$ cat src/design/ir_ac_frame_codec_assert.svh
// Assertion helpers for the IR frame codec. Both use clk_i and rst_ni of the
// module that includes this file.
`ifndef IR_AC_FRAME_CODEC_ASSERT_SVH
`define IR_AC_FRAME_CODEC_ASSERT_SVH

// Property holds on every edge outside reset.
`define IRAC_ASSERT(lbl, prop, msg) \
  lbl: assert property (@(posedge clk_i) disable iff (!rst_ni) (prop)) else $error(msg);

// When pre holds, post holds in the next cycle.
`define IRAC_ASSERT_NEXT(lbl, pre, post, msg) \
  lbl: assert property (@(posedge clk_i) disable iff (!rst_ni) (pre) |=> (post)) \
    else $error(msg);

`endif

$ cat src/design/irac_pkg.sv
`timescale 1ns / 1ps

package irac_pkg;

  localparam int unsigned FRAME_BYTES_DEF = 11;

  // Power-on frame, byte 0 in the low bits.
  localparam logic [87:0] RESET_FRAME = 88'h6A_95_40_BF_00_FF_D9_26_C3_AE_52;

  localparam int unsigned BYTE_CHECK = 9;
  localparam int unsigned BYTE_STATE = 10;
  localparam int unsigned PWR_BIT    = 3;

  localparam logic [14:0] THRESHOLD_RST = 15'd800;
  localparam logic [1:0]  RX_START_POS  = 2'd3;

  localparam logic [5:0] TEMP_OFFSET = 6'd17;
  localparam logic [5:0] TEMP_MAX    = 6'd32;

  localparam logic signed [12:0] PULSE_HDR_MARK  = 13'sd3300;
  localparam logic signed [12:0] PULSE_HDR_SPACE = -13'sd1650;
  localparam logic signed [12:0] PULSE_LEAD_MARK = 13'sd400;
  localparam logic signed [12:0] PULSE_ONE_SPACE = -13'sd1200;
  localparam logic signed [12:0] PULSE_ZERO_SPACE = -13'sd400;
  localparam logic signed [12:0] PULSE_BIT_MARK  = 13'sd450;

  typedef enum logic [1:0] {
    OP_RX    = 2'd0,
    OP_CMD   = 2'd1,
    OP_FETCH = 2'd2
  } op_e;

  typedef enum logic {
    KIND_REPORT = 1'b0,
    KIND_PULSE  = 1'b1
  } kind_e;

  typedef struct packed {
    logic [1:0]         op;
    logic signed [15:0] interval;
    logic               interval_last;
    logic [7:0]         power_cmd;
    logic [7:0]         temp_cmd;
  } in_item_t;

  typedef struct packed {
    logic               kind;
    logic               power_state;
    logic [5:0]         temperature;
    logic signed [12:0] pulse;
    logic               pulse_last;
  } result_t;

endpackage

$ cat src/design/ir_ac_frame_codec.sv
// IR air-conditioner frame codec: receive decode, command edit, transmit fetch.
// A result passes through the input register and then the result register, and is
// offered on the master side once it has been loaded into the result register.
// Throughput: one item per cycle; the input register advances whenever the
// result register is empty or being emptied.
// Reset (rst_ni low, asynchronous): sample frame, counters zero, threshold 800.
`timescale 1ns / 1ps

module ir_ac_frame_codec #(
  parameter int unsigned FRAME_BYTES = irac_pkg::FRAME_BYTES_DEF
) (
  input  logic        clk_i,
  input  logic        rst_ni,
  input  logic        cfg_valid_i,
  output logic        cfg_ready_o,
  input  logic [14:0] cfg_data_i,
  input  logic        s_axis_tvalid,
  output logic        s_axis_tready,
  input  logic [31:0] s_axis_tdata,  // interval[15:0], power_cmd[23:16], temp_cmd[31:24]
  input  logic [1:0]  s_axis_tuser,  // op[1:0]
  input  logic        s_axis_tlast,  // interval_last
  output logic        m_axis_tvalid,
  input  logic        m_axis_tready,
  output logic [23:0] m_axis_tdata,  // power_state[0], temperature[6:1], pulse[19:7], zero
  output logic [0:0]  m_axis_tuser,  // kind[0]
  output logic        m_axis_tlast   // pulse_last
);

  irac_pkg::in_item_t s_item, cur_item;
  irac_pkg::result_t  core_res, out_res;
  logic               cur_valid;
  logic               core_res_valid;
  logic               out_free;
  logic               go;

  assign cfg_ready_o = 1'b1;

  assign s_item.op            = s_axis_tuser;
  assign s_item.interval      = $signed(s_axis_tdata[15:0]);
  assign s_item.interval_last = s_axis_tlast;
  assign s_item.power_cmd     = s_axis_tdata[23:16];
  assign s_item.temp_cmd      = s_axis_tdata[31:24];

  assign go = cur_valid && out_free;

  irac_in_reg u_in_reg (
    .clk_i   (clk_i),
    .rst_ni  (rst_ni),
    .valid_i (s_axis_tvalid),
    .ready_o (s_axis_tready),
    .item_i  (s_item),
    .pop_i   (go),
    .valid_o (cur_valid),
    .item_o  (cur_item)
  );

  irac_core #(
    .FRAME_BYTES (FRAME_BYTES)
  ) u_core (
    .clk_i       (clk_i),
    .rst_ni      (rst_ni),
    .cfg_valid_i (cfg_valid_i && cfg_ready_o),
    .cfg_data_i  (cfg_data_i),
    .go_i        (go),
    .item_i      (cur_item),
    .res_valid_o (core_res_valid),
    .res_o       (core_res)
  );

  irac_out_reg u_out_reg (
    .clk_i   (clk_i),
    .rst_ni  (rst_ni),
    .load_i  (core_res_valid),
    .res_i   (core_res),
    .free_o  (out_free),
    .ready_i (m_axis_tready),
    .valid_o (m_axis_tvalid),
    .res_o   (out_res)
  );

  assign m_axis_tdata = {4'b0000, out_res.pulse, out_res.temperature, out_res.power_state};
  assign m_axis_tuser = out_res.kind;
  assign m_axis_tlast = out_res.pulse_last;

endmodule

$ cat src/design/irac_in_reg.sv
`timescale 1ns / 1ps

module irac_in_reg (
  input  logic              clk_i,
  input  logic              rst_ni,
  input  logic              valid_i,
  output logic              ready_o,
  input  irac_pkg::in_item_t item_i,
  input  logic              pop_i,
  output logic              valid_o,
  output irac_pkg::in_item_t item_o
);

  logic               valid_q, valid_d;
  irac_pkg::in_item_t item_q;

  assign ready_o = !valid_q || pop_i;
  assign valid_d = (valid_i && ready_o) ? 1'b1 : (pop_i ? 1'b0 : valid_q);

  always_ff @(posedge clk_i or negedge rst_ni) begin
    if (!rst_ni) begin
      valid_q <= 1'b0;
    end else begin
      valid_q <= valid_d;
    end
  end

  always_ff @(posedge clk_i) begin
    if (valid_i && ready_o) begin
      item_q <= item_i;
    end
  end

  assign valid_o = valid_q;
  assign item_o  = item_q;

endmodule

$ cat src/design/irac_core.sv
`timescale 1ns / 1ps
`include "ir_ac_frame_codec_assert.svh"

module irac_core #(
  parameter int unsigned FRAME_BYTES = irac_pkg::FRAME_BYTES_DEF
) (
  input  logic               clk_i,
  input  logic               rst_ni,
  input  logic               cfg_valid_i,
  input  logic [14:0]        cfg_data_i,
  input  logic               go_i,
  input  irac_pkg::in_item_t item_i,
  output logic               res_valid_o,
  output irac_pkg::result_t  res_o
);

  localparam int unsigned NBITS = FRAME_BYTES * 8;
  localparam int unsigned BCW   = $clog2(NBITS + 1);
  localparam int unsigned IW    = $clog2(NBITS);
  localparam int unsigned TOTAL = 3 + 2 * NBITS;
  localparam int unsigned TXW   = $clog2(TOTAL);
  localparam int unsigned ST_LO = irac_pkg::BYTE_STATE * 8;
  localparam int unsigned CK_LO = irac_pkg::BYTE_CHECK * 8;

  logic [NBITS-1:0] frame_q, frame_d;
  logic [1:0]       pos_q, pos_d;
  logic [BCW-1:0]   bcnt_q, bcnt_d;
  logic [TXW-1:0]   tx_q, tx_d;
  logic [14:0]      thr_q;

  // receive path
  logic [15:0]      space_len;
  logic             rx_bit;
  logic             take_bit;
  logic [NBITS-1:0] rx_frame;
  logic [BCW-1:0]   rx_cnt;
  logic [NBITS-1:0] rx_done;
  logic [7:0]       rx_state;

  // command path
  logic [7:0]       cmd_state;
  logic             cmd_changed;
  logic [5:0]       temp_sat;

  // transmit path
  logic [TXW-1:0]   tx_k;
  logic             tx_bit;
  logic             tx_last;
  logic signed [12:0] tx_pulse;

  assign space_len = 16'(~$unsigned(item_i.interval) + 16'd1);
  assign rx_bit    = space_len >= {1'b0, thr_q};
  assign take_bit  = (pos_q == irac_pkg::RX_START_POS) && item_i.interval[15]
                     && (bcnt_q < BCW'(NBITS));
  assign rx_cnt    = take_bit ? BCW'(bcnt_q + 1'b1) : bcnt_q;
  assign rx_done   = rx_frame & ~({NBITS{1'b1}} << rx_cnt);
  assign rx_state  = rx_done[ST_LO +: 8];

  always_comb begin
    rx_frame = frame_q;
    if (take_bit) begin
      rx_frame[bcnt_q[IW-1:0]] = rx_bit;
    end
  end

  assign temp_sat = (item_i.temp_cmd > 8'(irac_pkg::TEMP_MAX)) ? irac_pkg::TEMP_MAX
                                                            : item_i.temp_cmd[5:0];

  always_comb begin
    cmd_state   = frame_q[ST_LO +: 8];
    cmd_changed = 1'b0;
    if (item_i.power_cmd == 8'd0) begin
      cmd_state[irac_pkg::PWR_BIT] = 1'b0;
      cmd_changed = 1'b1;
    end else if (item_i.power_cmd == 8'd1) begin
      cmd_state[irac_pkg::PWR_BIT] = 1'b1;
      cmd_changed = 1'b1;
    end
    if (item_i.temp_cmd != 8'd0) begin
      // nibble is (temp - 17) mod 16
      cmd_state[7:4] = 4'(temp_sat - 6'd1);
      cmd_changed = 1'b1;
    end
  end

  assign tx_k    = TXW'(tx_q - TXW'(3));
  assign tx_bit  = frame_q[tx_k[IW:1]];
  assign tx_last = tx_q == TXW'(TOTAL - 1);

  always_comb begin
    if (tx_q == TXW'(0)) begin
      tx_pulse = irac_pkg::PULSE_HDR_MARK;
    end else if (tx_q == TXW'(1)) begin
      tx_pulse = irac_pkg::PULSE_HDR_SPACE;
    end else if (tx_q == TXW'(2)) begin
      tx_pulse = irac_pkg::PULSE_LEAD_MARK;
    end else if (tx_k[0]) begin
      tx_pulse = irac_pkg::PULSE_BIT_MARK;
    end else begin
      tx_pulse = tx_bit ? irac_pkg::PULSE_ONE_SPACE : irac_pkg::PULSE_ZERO_SPACE;
    end
  end

  always_comb begin
    frame_d     = frame_q;
    pos_d       = pos_q;
    bcnt_d      = bcnt_q;
    tx_d        = tx_q;
    res_valid_o = 1'b0;
    res_o       = '0;
    if (go_i) begin
      unique case (irac_pkg::op_e'(item_i.op))
        irac_pkg::OP_RX: begin
          if (item_i.interval_last) begin
            frame_d           = rx_done;
            pos_d             = 2'd0;
            bcnt_d            = '0;
            res_valid_o       = 1'b1;
            res_o.kind        = irac_pkg::KIND_REPORT;
            res_o.power_state = rx_state[irac_pkg::PWR_BIT];
            res_o.temperature = {2'b00, rx_state[7:4]} + irac_pkg::TEMP_OFFSET;
          end else begin
            frame_d = rx_frame;
            bcnt_d  = rx_cnt;
            if (pos_q != irac_pkg::RX_START_POS) begin
              pos_d = pos_q + 2'd1;
            end
          end
        end
        irac_pkg::OP_CMD: begin
          frame_d[ST_LO +: 8] = cmd_state;
          if (cmd_changed) begin
            frame_d[CK_LO +: 8] = ~cmd_state;
          end
          tx_d = '0;
        end
        irac_pkg::OP_FETCH: begin
          res_valid_o      = 1'b1;
          res_o.kind       = irac_pkg::KIND_PULSE;
          res_o.pulse      = tx_pulse;
          res_o.pulse_last = tx_last;
          tx_d             = tx_last ? '0 : TXW'(tx_q + 1'b1);
        end
        default: begin
        end
      endcase
    end
  end

  always_ff @(posedge clk_i or negedge rst_ni) begin
    if (!rst_ni) begin
      frame_q <= NBITS'(irac_pkg::RESET_FRAME);
      pos_q   <= 2'd0;
      bcnt_q  <= '0;
      tx_q    <= '0;
      thr_q   <= irac_pkg::THRESHOLD_RST;
    end else begin
      frame_q <= frame_d;
      pos_q   <= pos_d;
      bcnt_q  <= bcnt_d;
      tx_q    <= tx_d;
      if (cfg_valid_i) begin
        thr_q <= cfg_data_i;
      end
    end
  end

  `IRAC_ASSERT(a_tx_in_range, tx_q < TXW'(TOTAL), "transmit index past end of frame")
  `IRAC_ASSERT(a_bcnt_in_range, bcnt_q <= BCW'(NBITS), "receive bit count past frame")
  `IRAC_ASSERT_NEXT(a_rx_end_clears, go_i && item_i.op == irac_pkg::OP_RX && item_i.interval_last, bcnt_q == '0 && pos_q == 2'd0, "receive counters not cleared at frame end")
  `IRAC_ASSERT_NEXT(a_cmd_restarts_tx, go_i && item_i.op == irac_pkg::OP_CMD, tx_q == '0, "command did not restart transmit")

endmodule

$ cat src/design/irac_out_reg.sv
`timescale 1ns / 1ps

module irac_out_reg (
  input  logic              clk_i,
  input  logic              rst_ni,
  input  logic              load_i,
  input  irac_pkg::result_t res_i,
  output logic              free_o,
  input  logic              ready_i,
  output logic              valid_o,
  output irac_pkg::result_t res_o
);

  logic              valid_q, valid_d;
  irac_pkg::result_t res_q;

  assign free_o  = !valid_q || ready_i;
  assign valid_d = load_i ? 1'b1 : (ready_i ? 1'b0 : valid_q);

  always_ff @(posedge clk_i or negedge rst_ni) begin
    if (!rst_ni) begin
      valid_q <= 1'b0;
    end else begin
      valid_q <= valid_d;
    end
  end

  always_ff @(posedge clk_i) begin
    if (load_i) begin
      res_q <= res_i;
    end
  end

  assign valid_o = valid_q;
  assign res_o   = res_q;

endmodule
$ cat config.mk
export PLATFORM = sky130hd
export DESIGN_NAME = ir_ac_frame_codec
export DESIGN_NICKNAME = d
export VERILOG_FILES = /design/src/design/irac_pkg.sv /design/src/design/ir_ac_frame_codec.sv /design/src/design/irac_in_reg.sv /design/src/design/irac_core.sv /design/src/design/irac_out_reg.sv
export VERILOG_INCLUDE_DIRS = /design/src /design/src/design
export SDC_FILE = /design/constraint.sdc
export NUM_CORES = 1
export LEC_CHECK = 0
export BUFFER_PORTS_ARGS = -buffer_cell sky130_fd_sc_hd__buf_2
export CAP_MARGIN = 5
export CORE_MARGIN = 2
export CORE_UTILIZATION = 61
export CTS_CLUSTER_SIZE = 20
export DETAILED_ROUTE_END_ITERATION = 10
export PLACE_DENSITY = 0.81
export SYNTH_ARGS = -nofsm -noshare
export SYNTH_HDL_FRONTEND = slang
export SYNTH_SLANG_ARGS = --single-unit
$ cat constraint.sdc
create_clock -name clk_i -period 5 [get_ports clk_i]
set_input_delay 0.5 -clock clk_i [delete_from_list [all_inputs] [get_ports clk_i]]
set_output_delay 0.5 -clock clk_i [all_outputs]
set_load 0.02 [all_outputs]
==> out/results.tsv, run 1 <==
stage	metric	value	unit
timing	measured slew at the worst slew-check pin	1.280	ns
detailed_routing	first drt pass iteration count	6	
clock_network	Reg clk slew, reported paths	0.08	ns
floorplanning	die height	139.2	µm
timing	final period utilization	76.41	%
finish	Util after Layout	67.66	%
setup_path	Worst setup EP type	flip-flop	
setup_path	CP Launch Point	u_in_reg.item_o[21]$_DFFE_PP_	
placement	post-place setup slack	1.235	ns
global_route	global-route wire length before repair	55920	µm
detailed_routing	Detail Route Antenna Nets	0	
setup_path	reg2reg path depth	13	
setup_path	critical path depth	13	
floorplanning	Die Width	139.2	µm
detailed_routing	Routed WL	35920	µm
global_route	vias in the first global route	10010	
timing	fin crit period	3.820	ns
setup_path	Crit Path Max Fanout	8	
detailed_routing	vias per cell	7.115	
power	pwr dens	300.8	nW/µm²
detailed_routing	Initial DRC Count	1526	
synth	count of flip-flops with a built-in enable after synthesis	55	
placement	placed cell count	1465	
finish	area taken by multi-input logic gates	5896	µm²
power	Leak Pwr	4.667	nW
timing	final hold violations	0	
finish	Area growth syn-to-layout	9.073	%
global_route	largest net degree at the start of global routing	75	
global_route	initial antenna violation count	1	
clock_network	postcts setup bufs	0	
clock_network	CTS Buf Count	17	
placement	placed inst area	11590	µm²
floorplanning	Placeable Area	17960	µm²
setup_path	family with the most delay on the worst path	simple AND/OR/NAND/NOR gates	
finish	register area	4763	µm²
synth	post-synthesis sequential area ratio	42.75	%
synth	Netlist Area Pre-Place	11140	µm²
clock_network	CTS tree	built	
setup_path	WP buf/inv	0	
setup_path	CP Class	reg2reg	
setup_path	Reg2Reg Setup Slack	1.18	ns
power	internal power	2.468	mW
finish	Fillers	1397	
setup_path	Startpoint Class	flip-flop	
power	Sw Ratio	32.50	%
power	maximum vdd drop	281.6	µV
clock_network	Sink Count	177	
clock_network	CTS resizes	0	
job	Max-Cap Viols	0	
setup_path	Critical path destination	u_out_reg.res_o[17]$_SDFFCE_PN0P_	
setup_path	Worst Path Arrival	4.02	ns
detailed_routing	WL per Instance	23.99	µm
timing	setup_tns	0	ns
power	Clock Power Share	36.2	%
clock_network	CTS root buf	clkbuf_16	
timing	RSZ-0062 raised after global routing	false	
power	Total Power	3.656	mW
finish	Final #Nets	1338	
timing	hold slack final	0.2116	ns
clock_network	H-tree levels	4	
placement	gp weighted congestion	1.020	
hold_path	min-delay worst type	in2async	
finish	Diodes inserted	0	
synth	flops & latches, synth	177	
synth	Mean Syn Cell Area	9.074	µm²
power	Gate power share	18.4	%
status	status	finished clean	
placement	hpwl dp	25180	µm
clock_network	hold_buf cts	0	
detailed_routing	total number of vias	10650	
synth	synth warn	0	
timing	Slew HR	12.44	%
finish	share of layout cells above drive strength 1	16.88	%
power	Psw	1.188	mW
timing	# setup viols final	0	
synth	Yosys cell types	83	
timing	Setup Skew	0.01123	ns
setup_path	CP peak stage delay	0.44	ns
setup_path	critical path's slowest cell	edfxtp_1	
floorplanning	Die ar.	19360	µm²
finish	design area	12150	µm²
finish	fin cells	1497	
synth	asr flop ratio synth	68.93	%
setup_path	RR Startpoint	u_in_reg.item_o[21]$_DFFE_PP_	
timing	Worst Setup Slack, final	1.180	ns
floorplanning	Initial Util	62.03	%
setup_path	critical path cell sequence	nor4_1, nand2_1, nor2_1, nand2_1, xor2_1, ha_1, nand4_1, a2111oi_0, a21oi_1, and3_1, a311oi_2, and3_1, mux2_1	
floorplanning	Rows	49	
timing	max-slew violations	0	
global_route	Tot GR Track Use	36.98	%
timing	fmax	0.2618	GHz
floorplanning	Boundary Pins	84	
clock_network	Clock Latency Late Sink	0.45	ns
clock_network	CTS max path bufs	2	
detailed_routing	number of remaining DRC errors	0	
power	Reg power frac	45.4	%
setup_path	RR Endpoint	u_out_reg.res_o[17]$_SDFFCE_PN0P_	
setup_path	Critical Path RT	5.20	ns
synth	Synth Instances	1228	
synth	ys flop type	dfrtp_1	
placement	Buffers on Ports	77	
global_route	total congestion overflow	0	
==> cell type report <==
class | count | area share [%]
clock buffer | 18 | 3.531
clock inverter | 14 | 1.122
inverter | 32 | 0.9883
multi-input combinational | 932 | 48.51
sequential | 177 | 39.19
tap | 229 | 2.357
timing repair buffer | 95 | 4.303
==> power by group through the flow <==
stage          clock [mW]  sequential (mW)  combinational [mW]
2_1_floorplan           0             1.67               0.443
3_3_place_gp            0             1.68               0.632
3_5_place_dp            0             1.68               0.648
4_1_cts              1.32             1.66               0.652
5_1_grt              1.38             1.67               0.728
6_report             1.32             1.66               0.671
==> cell families after synthesis <==
logic type,Yosys count,synth area share [%]
AOI/OAI and AO/OA,467,26.50
and+or+nand+nor,368,15.98
DFF,177,42.75
buffers and inverters,123,4.705
muxes,34,4.446
xor gates and xnor gates,29,2.414
adders and majority gates,28,3.144
other,2,0.06740
==> placed cells by master (no fill, tap or decap), drive strengths merged, types with 6 or more instances in the layout <==
cell type and n:
a211oi 10, mux4 12, conb 6, nor2 85, xor2 12, a21boi 8
nand3 32, and3 15, edfxtp 55, ha 28, a21o 12, xnor2 17
nand2b 15, dfstp 47, nor2b 6, and2 12, nor3 26, or2 6
nand4 12, inv 42, nand2 125, a2111oi 8, nor4 9, a31oi 18
buf 95, a221oi 14, o31ai 66, mux2i 18, dfrtp 75, o221ai 6
o211ai 9, o21ai 167, clkbuf 18, a21oi 97
==> synthesized netlist by cell type, types with 9 or more instances <==
master | instances | area, µm²
clkbuf_1 | 63 | 236.5
a21oi_1 | 97 | 485.5
and3_1 | 15 | 93.84
a221oi_1 | 14 | 122.6
buf_4 | 11 | 82.58
o31ai_1 | 66 | 495.5
mux2i_1 | 18 | 180.2
nor4_1 | 9 | 56.30
dfstp_2 | 47 | 1235
nor2_1 | 84 | 315.3
ha_1 | 28 | 350.3
a21o_1 | 12 | 90.09
nand2_1 | 125 | 469.2
dfrtp_1 | 75 | 1877
nand3_1 | 32 | 160.2
o21ai_0 | 160 | 800.8
xnor2_1 | 17 | 148.9
buf_2 | 11 | 55.05
nand2b_1 | 14 | 87.58
inv_1 | 32 | 120.1
edfxtp_1 | 55 | 1652
a31oi_1 | 18 | 112.6
nor3_1 | 23 | 115.1
xor2_1 | 10 | 87.58
and2_1 | 10 | 62.56
nand4_1 | 12 | 75.07
mux4_2 | 12 | 270.3
==> state kept, by name, summed over array words and instances, names as in the netlist <==
signal and flops:
u_core.bcnt_q 7, u_core.frame_q 88, u_core.pos_q 2, u_core.thr_q 15, u_core.tx_q 8, u_in_reg.item_o 35
u_in_reg.valid_o 1, u_out_reg.res_o 20, u_out_reg.valid_o 1
==> per-layer routing <==
layer  track usage, %  vias up  part of all wire, %
met4            16.48        2                  5.0
met2            55.77      785                   44
li1                 -     4650                    -
met5                0        -                0.033
met1            49.82     5058                   39
met3            11.02      156                   12
==> how the worst min path moves through the flow <==
| stage | cells past startpoint | end | start | slack, ns |
|---|---|---|---|---|
| after floorplan | 0 | u_core.bcnt_q[0]$_DFFE_PN0P_ | rst_ni | 0.20 |
| after global placement | 2 | u_core.frame_q[32]$_DFFE_PN1P_ | u_core.frame_q[32]$_DFFE_PN1P_ | 0.47 |
| after detailed placement | 2 | u_core.frame_q[61]$_DFFE_PN1P_ | u_core.frame_q[61]$_DFFE_PN1P_ | 0.48 |
| after CTS | 1 | u_in_reg.item_o[18]$_DFFE_PP_ | s_axis_tdata[1] | 0.21 |
| after global routing | 1 | u_in_reg.item_o[22]$_DFFE_PP_ | s_axis_tdata[5] | 0.21 |
| final | 1 | u_in_reg.valid_o$_DFFE_PN0P_ | rst_ni | 0.21 |
(Power assumes the default switching activity.)
==> run 2, diff against run 1 <==
--- a/config.mk
+++ b/config.mk
@@ -9,10 +9,10 @@
 export BUFFER_PORTS_ARGS = -buffer_cell sky130_fd_sc_hd__buf_2
 export CAP_MARGIN = 5
 export CORE_MARGIN = 2
-export CORE_UTILIZATION = 61
+export CORE_UTILIZATION = 55
 export CTS_CLUSTER_SIZE = 20
 export DETAILED_ROUTE_END_ITERATION = 10
-export PLACE_DENSITY = 0.81
+export PLACE_DENSITY = 0.77
 export SYNTH_ARGS = -nofsm -noshare
 export SYNTH_HDL_FRONTEND = slang
 export SYNTH_SLANG_ARGS = --single-unit
==> constraint.sdc (replaced) <==
create_clock -name clk_i -period 3.5 [get_ports clk_i]
set_input_delay 0.35 -clock clk_i [delete_from_list [all_inputs] [get_ports clk_i]]
set_output_delay 0.35 -clock clk_i [all_outputs]
set_load 0.02 [all_outputs]
==> run 2 against run 1 <==
Compared with the run above:
- the run now ends with setup timing left
- cell count increased by 7.5%
- first-iteration DRC count decreased by 0.33%
- worst hold slack lost 0.18 ns
- setup slack got worse by 1.2 ns
- via count grew 2.4%
- clock skew is essentially flat
- die area rose by 11%
- design area is 7.3% higher
- sequential share of layout area down 2.7 points
- core utilization fell by 2.6 points
- critical endpoint unchanged
==> out/results.tsv, run 2 (synthesis results as in run 1) <==
stage	metric	value	unit	change
timing	measured slew at the worst slew-check pin	1.215	ns	was 1.280 ns
status	status	finished, violations left		was finished clean
finish	area taken by multi-input logic gates	6097	µm²	was 5896 µm²
timing	final period utilization	101.2	%	was 76.41%
setup_path	Critical path destination	u_out_reg.res_o[17]$_SDFFCE_PN0P_		unchanged
job	Max-Cap Viols	0		unchanged
timing	Worst Setup Slack, final	-0.04073	ns	was 1.180 ns
setup_path	Startpoint Class	flip-flop		unchanged
detailed_routing	WL met2	16750	µm	was 15,850 µm
finish	max reg flops	88		unchanged
clock_network	CTS tree	built		unchanged
power	Clock Power Share	35.9	%	was 36.2%
setup_path	Reg2Reg Setup Slack	-0.04	ns	was 1.18 ns
detailed_routing	vias per cell	6.771		was 7.115
floorplanning	Placeable Area	20040	µm²	was 17,960 µm²
detailed_routing	first drt pass iteration count	9		was 6
setup_path	CP Class	reg2reg		unchanged
global_route	initial antenna violation count	0		was 1
finish	Fillers	1639		was 1,397
detailed_routing	number of remaining DRC errors	0		unchanged
status	failing checks	setup timing		
setup_path	Worst setup EP type	flip-flop		unchanged
clock_network	H-tree levels	4		unchanged
detailed_routing	Routed WL	36720	µm	was 35,920 µm
power	Sw Ratio	32.04	%	was 32.50%
global_route	Tot GR Track Use	33.85	%	was 36.98%
timing	max-slew violations	0		unchanged
power	Gate power share	20.2	%	was 18.4%
power	pwr dens	414.5	nW/µm²	was 300.8 nW/µm²
clock_network	CTS root buf	clkbuf_16		unchanged
placement	gp weighted congestion	1.004		was 1.020
hold_path	min-delay worst type	in2async		unchanged
clock_network	Reg clk slew, reported paths	0.07	ns	was 0.08 ns
placement	post-place setup slack	-0.1661	ns	was 1.235 ns
global_route	global-route wire length before repair	56670	µm	was 55,920 µm
clock_network	CTS max path bufs	2		unchanged
detailed_routing	top routing layer in use	met4		was met5
timing	fmax	0.2824	GHz	was 0.2618 GHz
setup_path	Critical Path RT	3.70	ns	was 5.20 ns
finish	commonest non-fill, non-tap cell in the layout	o21ai_0		unchanged
setup_path	CP peak stage delay	0.41	ns	was 0.44 ns
floorplanning	Die ar.	21420	µm²	was 19,360 µm²
timing	Slew HR	18.59	%	was 12.44%
clock_network	hold_buf cts	0		unchanged
timing	final hold violations	0		unchanged
power	maximum vdd drop	361.7	µV	was 281.6 µV
finish	Diodes inserted	0		unchanged
placement	hpwl dp	26100	µm	was 25,180 µm
floorplanning	Boundary Pins	84		unchanged
floorplanning	Die Width	146.3	µm	was 139.2 µm
setup_path	CP Launch Point	u_in_reg.item_o[19]$_DFFE_PP_		was u_in_reg.item_o[21]$_DFFE_PP_
timing	Setup Skew	0.01100	ns	was 0.01123 ns
floorplanning	die height	146.3	µm	was 139.2 µm
detailed_routing	Initial DRC Count	1521		was 1,526
setup_path	Worst Path Arrival	3.74	ns	was 4.02 ns
detailed_routing	DR WL met3	3998	µm	was 4391 µm
global_route	largest net degree at the start of global routing	70		was 75
detailed_routing	WL per Instance	22.81	µm	was 23.99 µm
clock_network	Clock Latency Late Sink	0.45	ns	about the same
detailed_routing	Detail Route Antenna Nets	0		unchanged
setup_path	critical path cell sequence	nor4_2, buf_4, and2_4, nand2_1, xor2_1, ha_1, nand4_1, a2111oi_4, a21oi_2, and3_4, a311oi_2, and3_1, mux2_4		was nor4_1, nand2_1, nor2_1, nand2_1, xor2_1, ha_1, nand4_1, a2111oi_0, a21oi_1, and3_1, a311oi_2, and3_1, mux2_1
finish	register area	4763	µm²	unchanged
timing	fin crit period	3.541	ns	was 3.820 ns
global_route	vias in the first global route	10350		was 10,010
clock_network	CTS Buf Count	17		unchanged
power	Leak Pwr	5.125	nW	was 4.667 nW
finish	most frequent cells in the layout	159 x o21ai_0, 118 x nand2_1, 95 x a21oi_1		was 160 x o21ai_0, 124 x nand2_1, 97 x a21oi_1
finish	Area growth syn-to-layout	17.02	%	was 9.073%
finish	Final #Nets	1410		was 1,338
finish	design area	13040	µm²	was 12,150 µm²
setup_path	critical path's slowest cell	edfxtp_1		unchanged
setup_path	RR Startpoint	u_in_reg.item_o[19]$_DFFE_PP_		was u_in_reg.item_o[21]$_DFFE_PP_
global_route	total congestion overflow	0		unchanged
power	internal power	3.673	mW	was 2.468 mW
floorplanning	Initial Util	55.61	%	was 62.03%
finish	Reg with most FFs	u_core.frame_q		unchanged
placement	Buffers on Ports	77		unchanged
detailed_routing	M1 wire length	13960	µm	was 13,860 µm
clock_network	Sink Count	177		unchanged
timing	# setup viols final	1		was 0
power	Reg power frac	43.9	%	was 45.4%
setup_path	RR Endpoint	u_out_reg.res_o[17]$_SDFFCE_PN0P_		unchanged
power	Total Power	5.404	mW	was 3.656 mW
power	Psw	1.732	mW	was 1.188 mW
timing	RSZ-0062 raised after global routing	true		was false
placement	placed inst area	12100	µm²	was 11,590 µm²
floorplanning	Rows	52		was 49
timing	setup_tns	-0.04073	ns	was 0 ns
detailed_routing	total number of vias	10900		was 10,650
setup_path	reg2reg path depth	13		unchanged
setup_path	Crit Path Max Fanout	4		was 8
finish	share of layout cells above drive strength 1	23.81	%	was 16.88%
-- run 2: cell count changes in the layout (fill, tap and decap cells not counted), sizes merged --
cell and change:
inv -2, clkinv +2, bufinv +1, buf +71
-- run 2: layer usage --
metal / up-vias / global-route usage [%]
met5: - / 0
met2: 706 / 52.64
met3: 155 / 8.719
met4: 0 / 17.77
met1: 5238 / 43.89
li1: 4803 / -
-- run 2: worst min path at each step --
stage	end	cells past startpoint
detailed placement	u_core.frame_q[32]$_DFFE_PN1P_	2
floorplan	u_core.bcnt_q[0]$_DFFE_PN0P_	0
global placement	u_core.frame_q[32]$_DFFE_PN1P_	2
global route	u_in_reg.item_o[23]$_DFFE_PP_	1
CTS	u_in_reg.valid_o$_DFFE_PN0P_	1
finish	u_in_reg.valid_o$_DFFE_PN0P_	1
-- run 2: layout make-up --
cell class	instances	share of cell area (%)
Multi-Input combinational cell	932	46.76
Timing Repair Buffer	167	8.664
Clock buffer	17	3.262
Sequential cell	177	36.53
Tap cell	270	2.591
Inverter	32	0.9211
Clock inverter	15	1.276
-- run 2: critical path: cells and delay by family, from the launching register on --
| family | cells | cell delay [ns] |
|---|---|---|
| compound gates | 3 | 0.75 |
| xor+xnor | 1 | 0.17 |
| fa+ha+maj | 1 | 0.33 |
| simple gates | 6 | 1.17 |
| buf+inv | 1 | 0.17 |
| flops | 1 | 0.41 |
| mux | 1 | 0.31 |
-- run 2: what timing repair did --
| action | in CTS | in global routing |
|---|---|---|
| gates resized for setup | 10 | 41 |
| cloned | 0 | 1 |
| pin swaps | 7 | 8 |
| setup buffers | 3 | 9 |
| endpoints found under the setup margin | 29 | 59 |
-- run 2: stage by stage --
step	instances	hold slack, ns	utilization, %
2_1_floorplan	1232	0.05441	-
3_3_place_gp	1565	0.4612	60.37
3_5_place_dp	1565	0.4750	60.37
4_1_cts	1600	0.06772	63.66
5_1_grt	1610	0.05814	65.07
6_report	1610	0.03655	65.07
-- run 2: power by group through the flow --
stage	Combinational (mW)	Clock (mW)	Sequential (mW)
2_1_floorplan	0.633	0	2.38
3_3_place_gp	0.974	0	2.40
3_5_place_dp	1.00	0	2.40
4_1_cts	1.02	1.95	2.37
5_1_grt	1.17	2.04	2.38
6_report	1.09	1.94	2.37
==> run 3, diff against run 2 <==
--- a/config.mk
+++ b/config.mk
@@ -6,13 +6,16 @@
 export SDC_FILE = /design/constraint.sdc
 export NUM_CORES = 1
 export LEC_CHECK = 0
+export ABC_CLOCK_PERIOD_IN_PS = 3500
 export BUFFER_PORTS_ARGS = -buffer_cell sky130_fd_sc_hd__buf_2
 export CAP_MARGIN = 5
+export CELL_PAD_IN_SITES_DETAIL_PLACEMENT = 1
+export CELL_PAD_IN_SITES_GLOBAL_PLACEMENT = 1
 export CORE_MARGIN = 2
-export CORE_UTILIZATION = 55
+export CORE_UTILIZATION = 43
 export CTS_CLUSTER_SIZE = 20
 export DETAILED_ROUTE_END_ITERATION = 10
-export PLACE_DENSITY = 0.77
+export PLACE_DENSITY_LB_ADDON = 0.1
 export SYNTH_ARGS = -nofsm -noshare
 export SYNTH_HDL_FRONTEND = slang
 export SYNTH_SLANG_ARGS = --single-unit
==> constraint.sdc (replaced) <==
create_clock -name clk_i -period 3.5 [get_ports clk_i]
set_input_delay 0.7 -clock clk_i [delete_from_list [all_inputs] [get_ports clk_i]]
set_output_delay 0.7 -clock clk_i [all_outputs]
set_load 0.02 [all_outputs]
==> run 3 against run 2 <==
Compared with the run above:
- the flow still finishes with violations (setup timing)
- register-to-register slack worse by 0.19 ns
- non-clock buffer count is 26 higher
- design area up 5.0%
- flip-flop and latch count unchanged
- clock power up 2%
- worst hold slack improved by 0.28 ns
- largest cell class unchanged
==> out/results.tsv, run 3 (synthesis results as in run 1) <==
stage	metric	value	unit	change
timing	Slew HR	25.68	%	was 18.59%
setup_path	Worst setup EP type	flip-flop		unchanged
setup_path	critical path's slowest cell	edfxtp_1		unchanged
status	failing checks	setup timing		unchanged
setup_path	critical path cell sequence	nor4_4, buf_4, and2_4, nand2_2, xor2_1, ha_1, nand4_1, a2111oi_4, a21oi_2, and3_4, a311oi_2, and3_1, mux2_4		was nor4_2, buf_4, and2_4, nand2_1, xor2_1, ha_1, nand4_1, a2111oi_4, a21oi_2, and3_4, a311oi_2, and3_1, mux2_4
clock_network	H-tree levels	4		unchanged
detailed_routing	total number of vias	11070		was 10,900
clock_network	CTS tree	built		unchanged
timing	fin crit period	3.734	ns	was 3.541 ns
setup_path	RR Endpoint	u_out_reg.res_o[17]$_SDFFCE_PN0P_		unchanged
timing	Worst Setup Slack, final	-0.2339	ns	was -0.04073 ns
timing	fmax	0.2678	GHz	was 0.2824 GHz
timing	max-slew violations	0		unchanged
setup_path	Crit Path Max Fanout	4		unchanged
placement	placed cell count	1651		was 1,565
floorplanning	Boundary Pins	84		unchanged
clock_network	CTS Buf Count	17		unchanged
setup_path	Reg2Reg Setup Slack	-0.23	ns	was -0.04 ns
power	maximum vdd drop	251.4	µV	was 361.7 µV
finish	design area	13690	µm²	was 13,040 µm²
finish	most frequent cells in the layout	156 x o21ai_0, 111 x nand2_1, 107 x buf_4		was 159 x o21ai_0, 118 x nand2_1, 95 x a21oi_1
global_route	total congestion overflow	0		unchanged
setup_path	WP buf/inv	1		unchanged
finish	Util after Layout	54.04	%	was 65.07%
placement	placed inst area	12380	µm²	was 12,100 µm²
global_route	Tot GR Track Use	32.27	%	was 33.85%
timing	RSZ-0062 raised after global routing	true		unchanged
detailed_routing	first drt pass iteration count	5		was 9
finish	Reg with most FFs	u_core.frame_q		unchanged
clock_network	Clock Latency Late Sink	0.45	ns	about the same
power	Total Power	5.530	mW	was 5.404 mW
placement	gp weighted congestion	1.013		was 1.004
finish	commonest non-fill, non-tap cell in the layout	o21ai_0		unchanged
finish	max reg flops	88		unchanged
global_route	vias in the first global route	11150		was 10,350
status	status	finished, violations left		unchanged
setup_path	RR Startpoint	u_in_reg.item_o[22]$_DFFE_PP_		was u_in_reg.item_o[19]$_DFFE_PP_
floorplanning	Die Width	165.0	µm	was 146.3 µm
power	pwr dens	404.1	nW/µm²	was 414.5 nW/µm²
clock_network	Reg clk slew, reported paths	0.08	ns	was 0.07 ns
hold_path	min-delay worst type	in2async		unchanged
setup_path	Critical Path RT	3.70	ns	about the same
detailed_routing	Initial DRC Count	1209		was 1,521
global_route	global-route wire length before repair	65910	µm	was 56,670 µm
finish	Final #Nets	1436		was 1,410
timing	# setup viols final	21		was 1
job	Max-Cap Viols	0		unchanged
finish	fin cells	1696		was 1,610
setup_path	reg2reg path depth	13		unchanged
detailed_routing	Detail Route Antenna Nets	0		unchanged
floorplanning	Placeable Area	25330	µm²	was 20,040 µm²
global_route	largest net degree at the start of global routing	56		was 70
detailed_routing	number of remaining DRC errors	0		unchanged
finish	Fillers	2863		was 1,639
timing	final hold violations	0		unchanged
finish	Diodes inserted	0		unchanged
setup_path	CP peak stage delay	0.43	ns	was 0.41 ns
setup_path	Startpoint Class	flip-flop		unchanged
timing	final period utilization	106.7	%	was 101.2%
clock_network	Sink Count	177		unchanged
detailed_routing	vias per cell	6.526		was 6.771
timing	Setup Skew	0.01299	ns	was 0.01100 ns
floorplanning	die height	165.0	µm	was 146.3 µm
setup_path	Worst Path Arrival	3.93	ns	was 3.74 ns
clock_network	CTS max path bufs	2		unchanged
setup_path	CP Class	reg2reg		unchanged
timing	measured slew at the worst slew-check pin	1.103	ns	was 1.215 ns
floorplanning	Rows	58		was 52
floorplanning	Initial Util	44.00	%	was 55.61%
clock_network	hold_buf cts	0		unchanged
placement	hpwl dp	30820	µm	was 26,100 µm
power	Leak Pwr	5.319	nW	was 5.125 nW
timing	setup_tns	-0.8296	ns	was -0.04073 ns
detailed_routing	WL per Instance	25.60	µm	was 22.81 µm
finish	share of layout cells above drive strength 1	28.70	%	was 23.81%
floorplanning	Die ar.	27220	µm²	was 21,420 µm²
global_route	initial antenna violation count	0		unchanged
detailed_routing	Routed WL	43420	µm	was 36,720 µm
clock_network	CTS root buf	clkbuf_16		unchanged
placement	Buffers on Ports	77		unchanged
finish	Area growth syn-to-layout	22.82	%	was 17.02%
setup_path	family with the most delay on the worst path	simple AND/OR/NAND/NOR gates		unchanged
[run 3: cell types whose count changed in the layout (fill, tap and decap cells not counted), sizes merged]
cell	previous run	this run
clkbuf	18	17
clkinv	5	4
buf	166	193
bufinv	1	0
inv	40	42
[run 3: worst max-delay path by stage]
stage / startpoint / endpoint / slack (ns) / cells past startpoint
2_1_floorplan: u_in_reg.item_o[21]$_DFFE_PP_ / u_out_reg.res_o[17]$_SDFFCE_PN0P_ / 0.03 / 14
3_3_place_gp: u_in_reg.item_o[22]$_DFFE_PP_ / u_out_reg.res_o[17]$_SDFFCE_PN0P_ / -0.08 / 13
3_5_place_dp: u_in_reg.item_o[21]$_DFFE_PP_ / u_out_reg.res_o[17]$_SDFFCE_PN0P_ / -0.24 / 13
4_1_cts: u_in_reg.item_o[19]$_DFFE_PP_ / u_out_reg.res_o[17]$_SDFFCE_PN0P_ / 0.007 / 14
5_1_grt: u_in_reg.item_o[22]$_DFFE_PP_ / u_out_reg.res_o[17]$_SDFFCE_PN0P_ / -0.37 / 13
6_report: u_in_reg.item_o[22]$_DFFE_PP_ / u_out_reg.res_o[17]$_SDFFCE_PN0P_ / -0.23 / 13
[run 3: through the flow]
| step | hold slack, ns | setup slack [ns] |
|---|---|---|
| 2_1_floorplan | 0.4044 | 0.02976 |
| 3_3_place_gp | 0.4741 | -0.07671 |
| 3_5_place_dp | 0.4859 | -0.2429 |
| 4_1_cts | 0.3504 | 0.006652 |
| 5_1_grt | 0.3878 | -0.3746 |
| 6_report | 0.3173 | -0.2339 |
[run 3: what timing repair did]
action / 4_1_cts / 5_1_grt
pin swaps: 7 / 25
setup buffers: 3 / 10
endpoints found under the setup margin: 57 / 87
gates resized for setup: 9 / 115
[run 3: power by group]
part | internal, mW | leakage, nW | switching, mW
Combinational | 0.411 | 3.01 | 0.782
Clock | 0.963 | 0.287 | 1.02
Sequential | 2.27 | 2.02 | 0.0860
Total | 3.64 | 5.32 | 1.89
[run 3: layout make-up]
| cell class | count | area [µm²] | area share (%) |
|---|---|---|---|
| Sequential cell | 177 | 4763 | 34.81 |
| Clock inverter | 15 | 158.9 | 1.161 |
| Multi-Input combinational cell | 932 | 6466 | 47.25 |
| Clock buffer | 17 | 425.4 | 3.108 |
| Timing Repair Buffer | 193 | 1339 | 9.782 |
| Inverter | 32 | 120.1 | 0.8777 |
| Tap cell | 330 | 412.9 | 3.017 |
[run 3: layer usage]
metal	share of wire, %	wire, µm	GRT usage [%]
met2	46	20100	51.29
met5	0	0	0
met1	42	18150	43.54
met3	7.2	3121	5.600
met4	4.7	2043	13.48
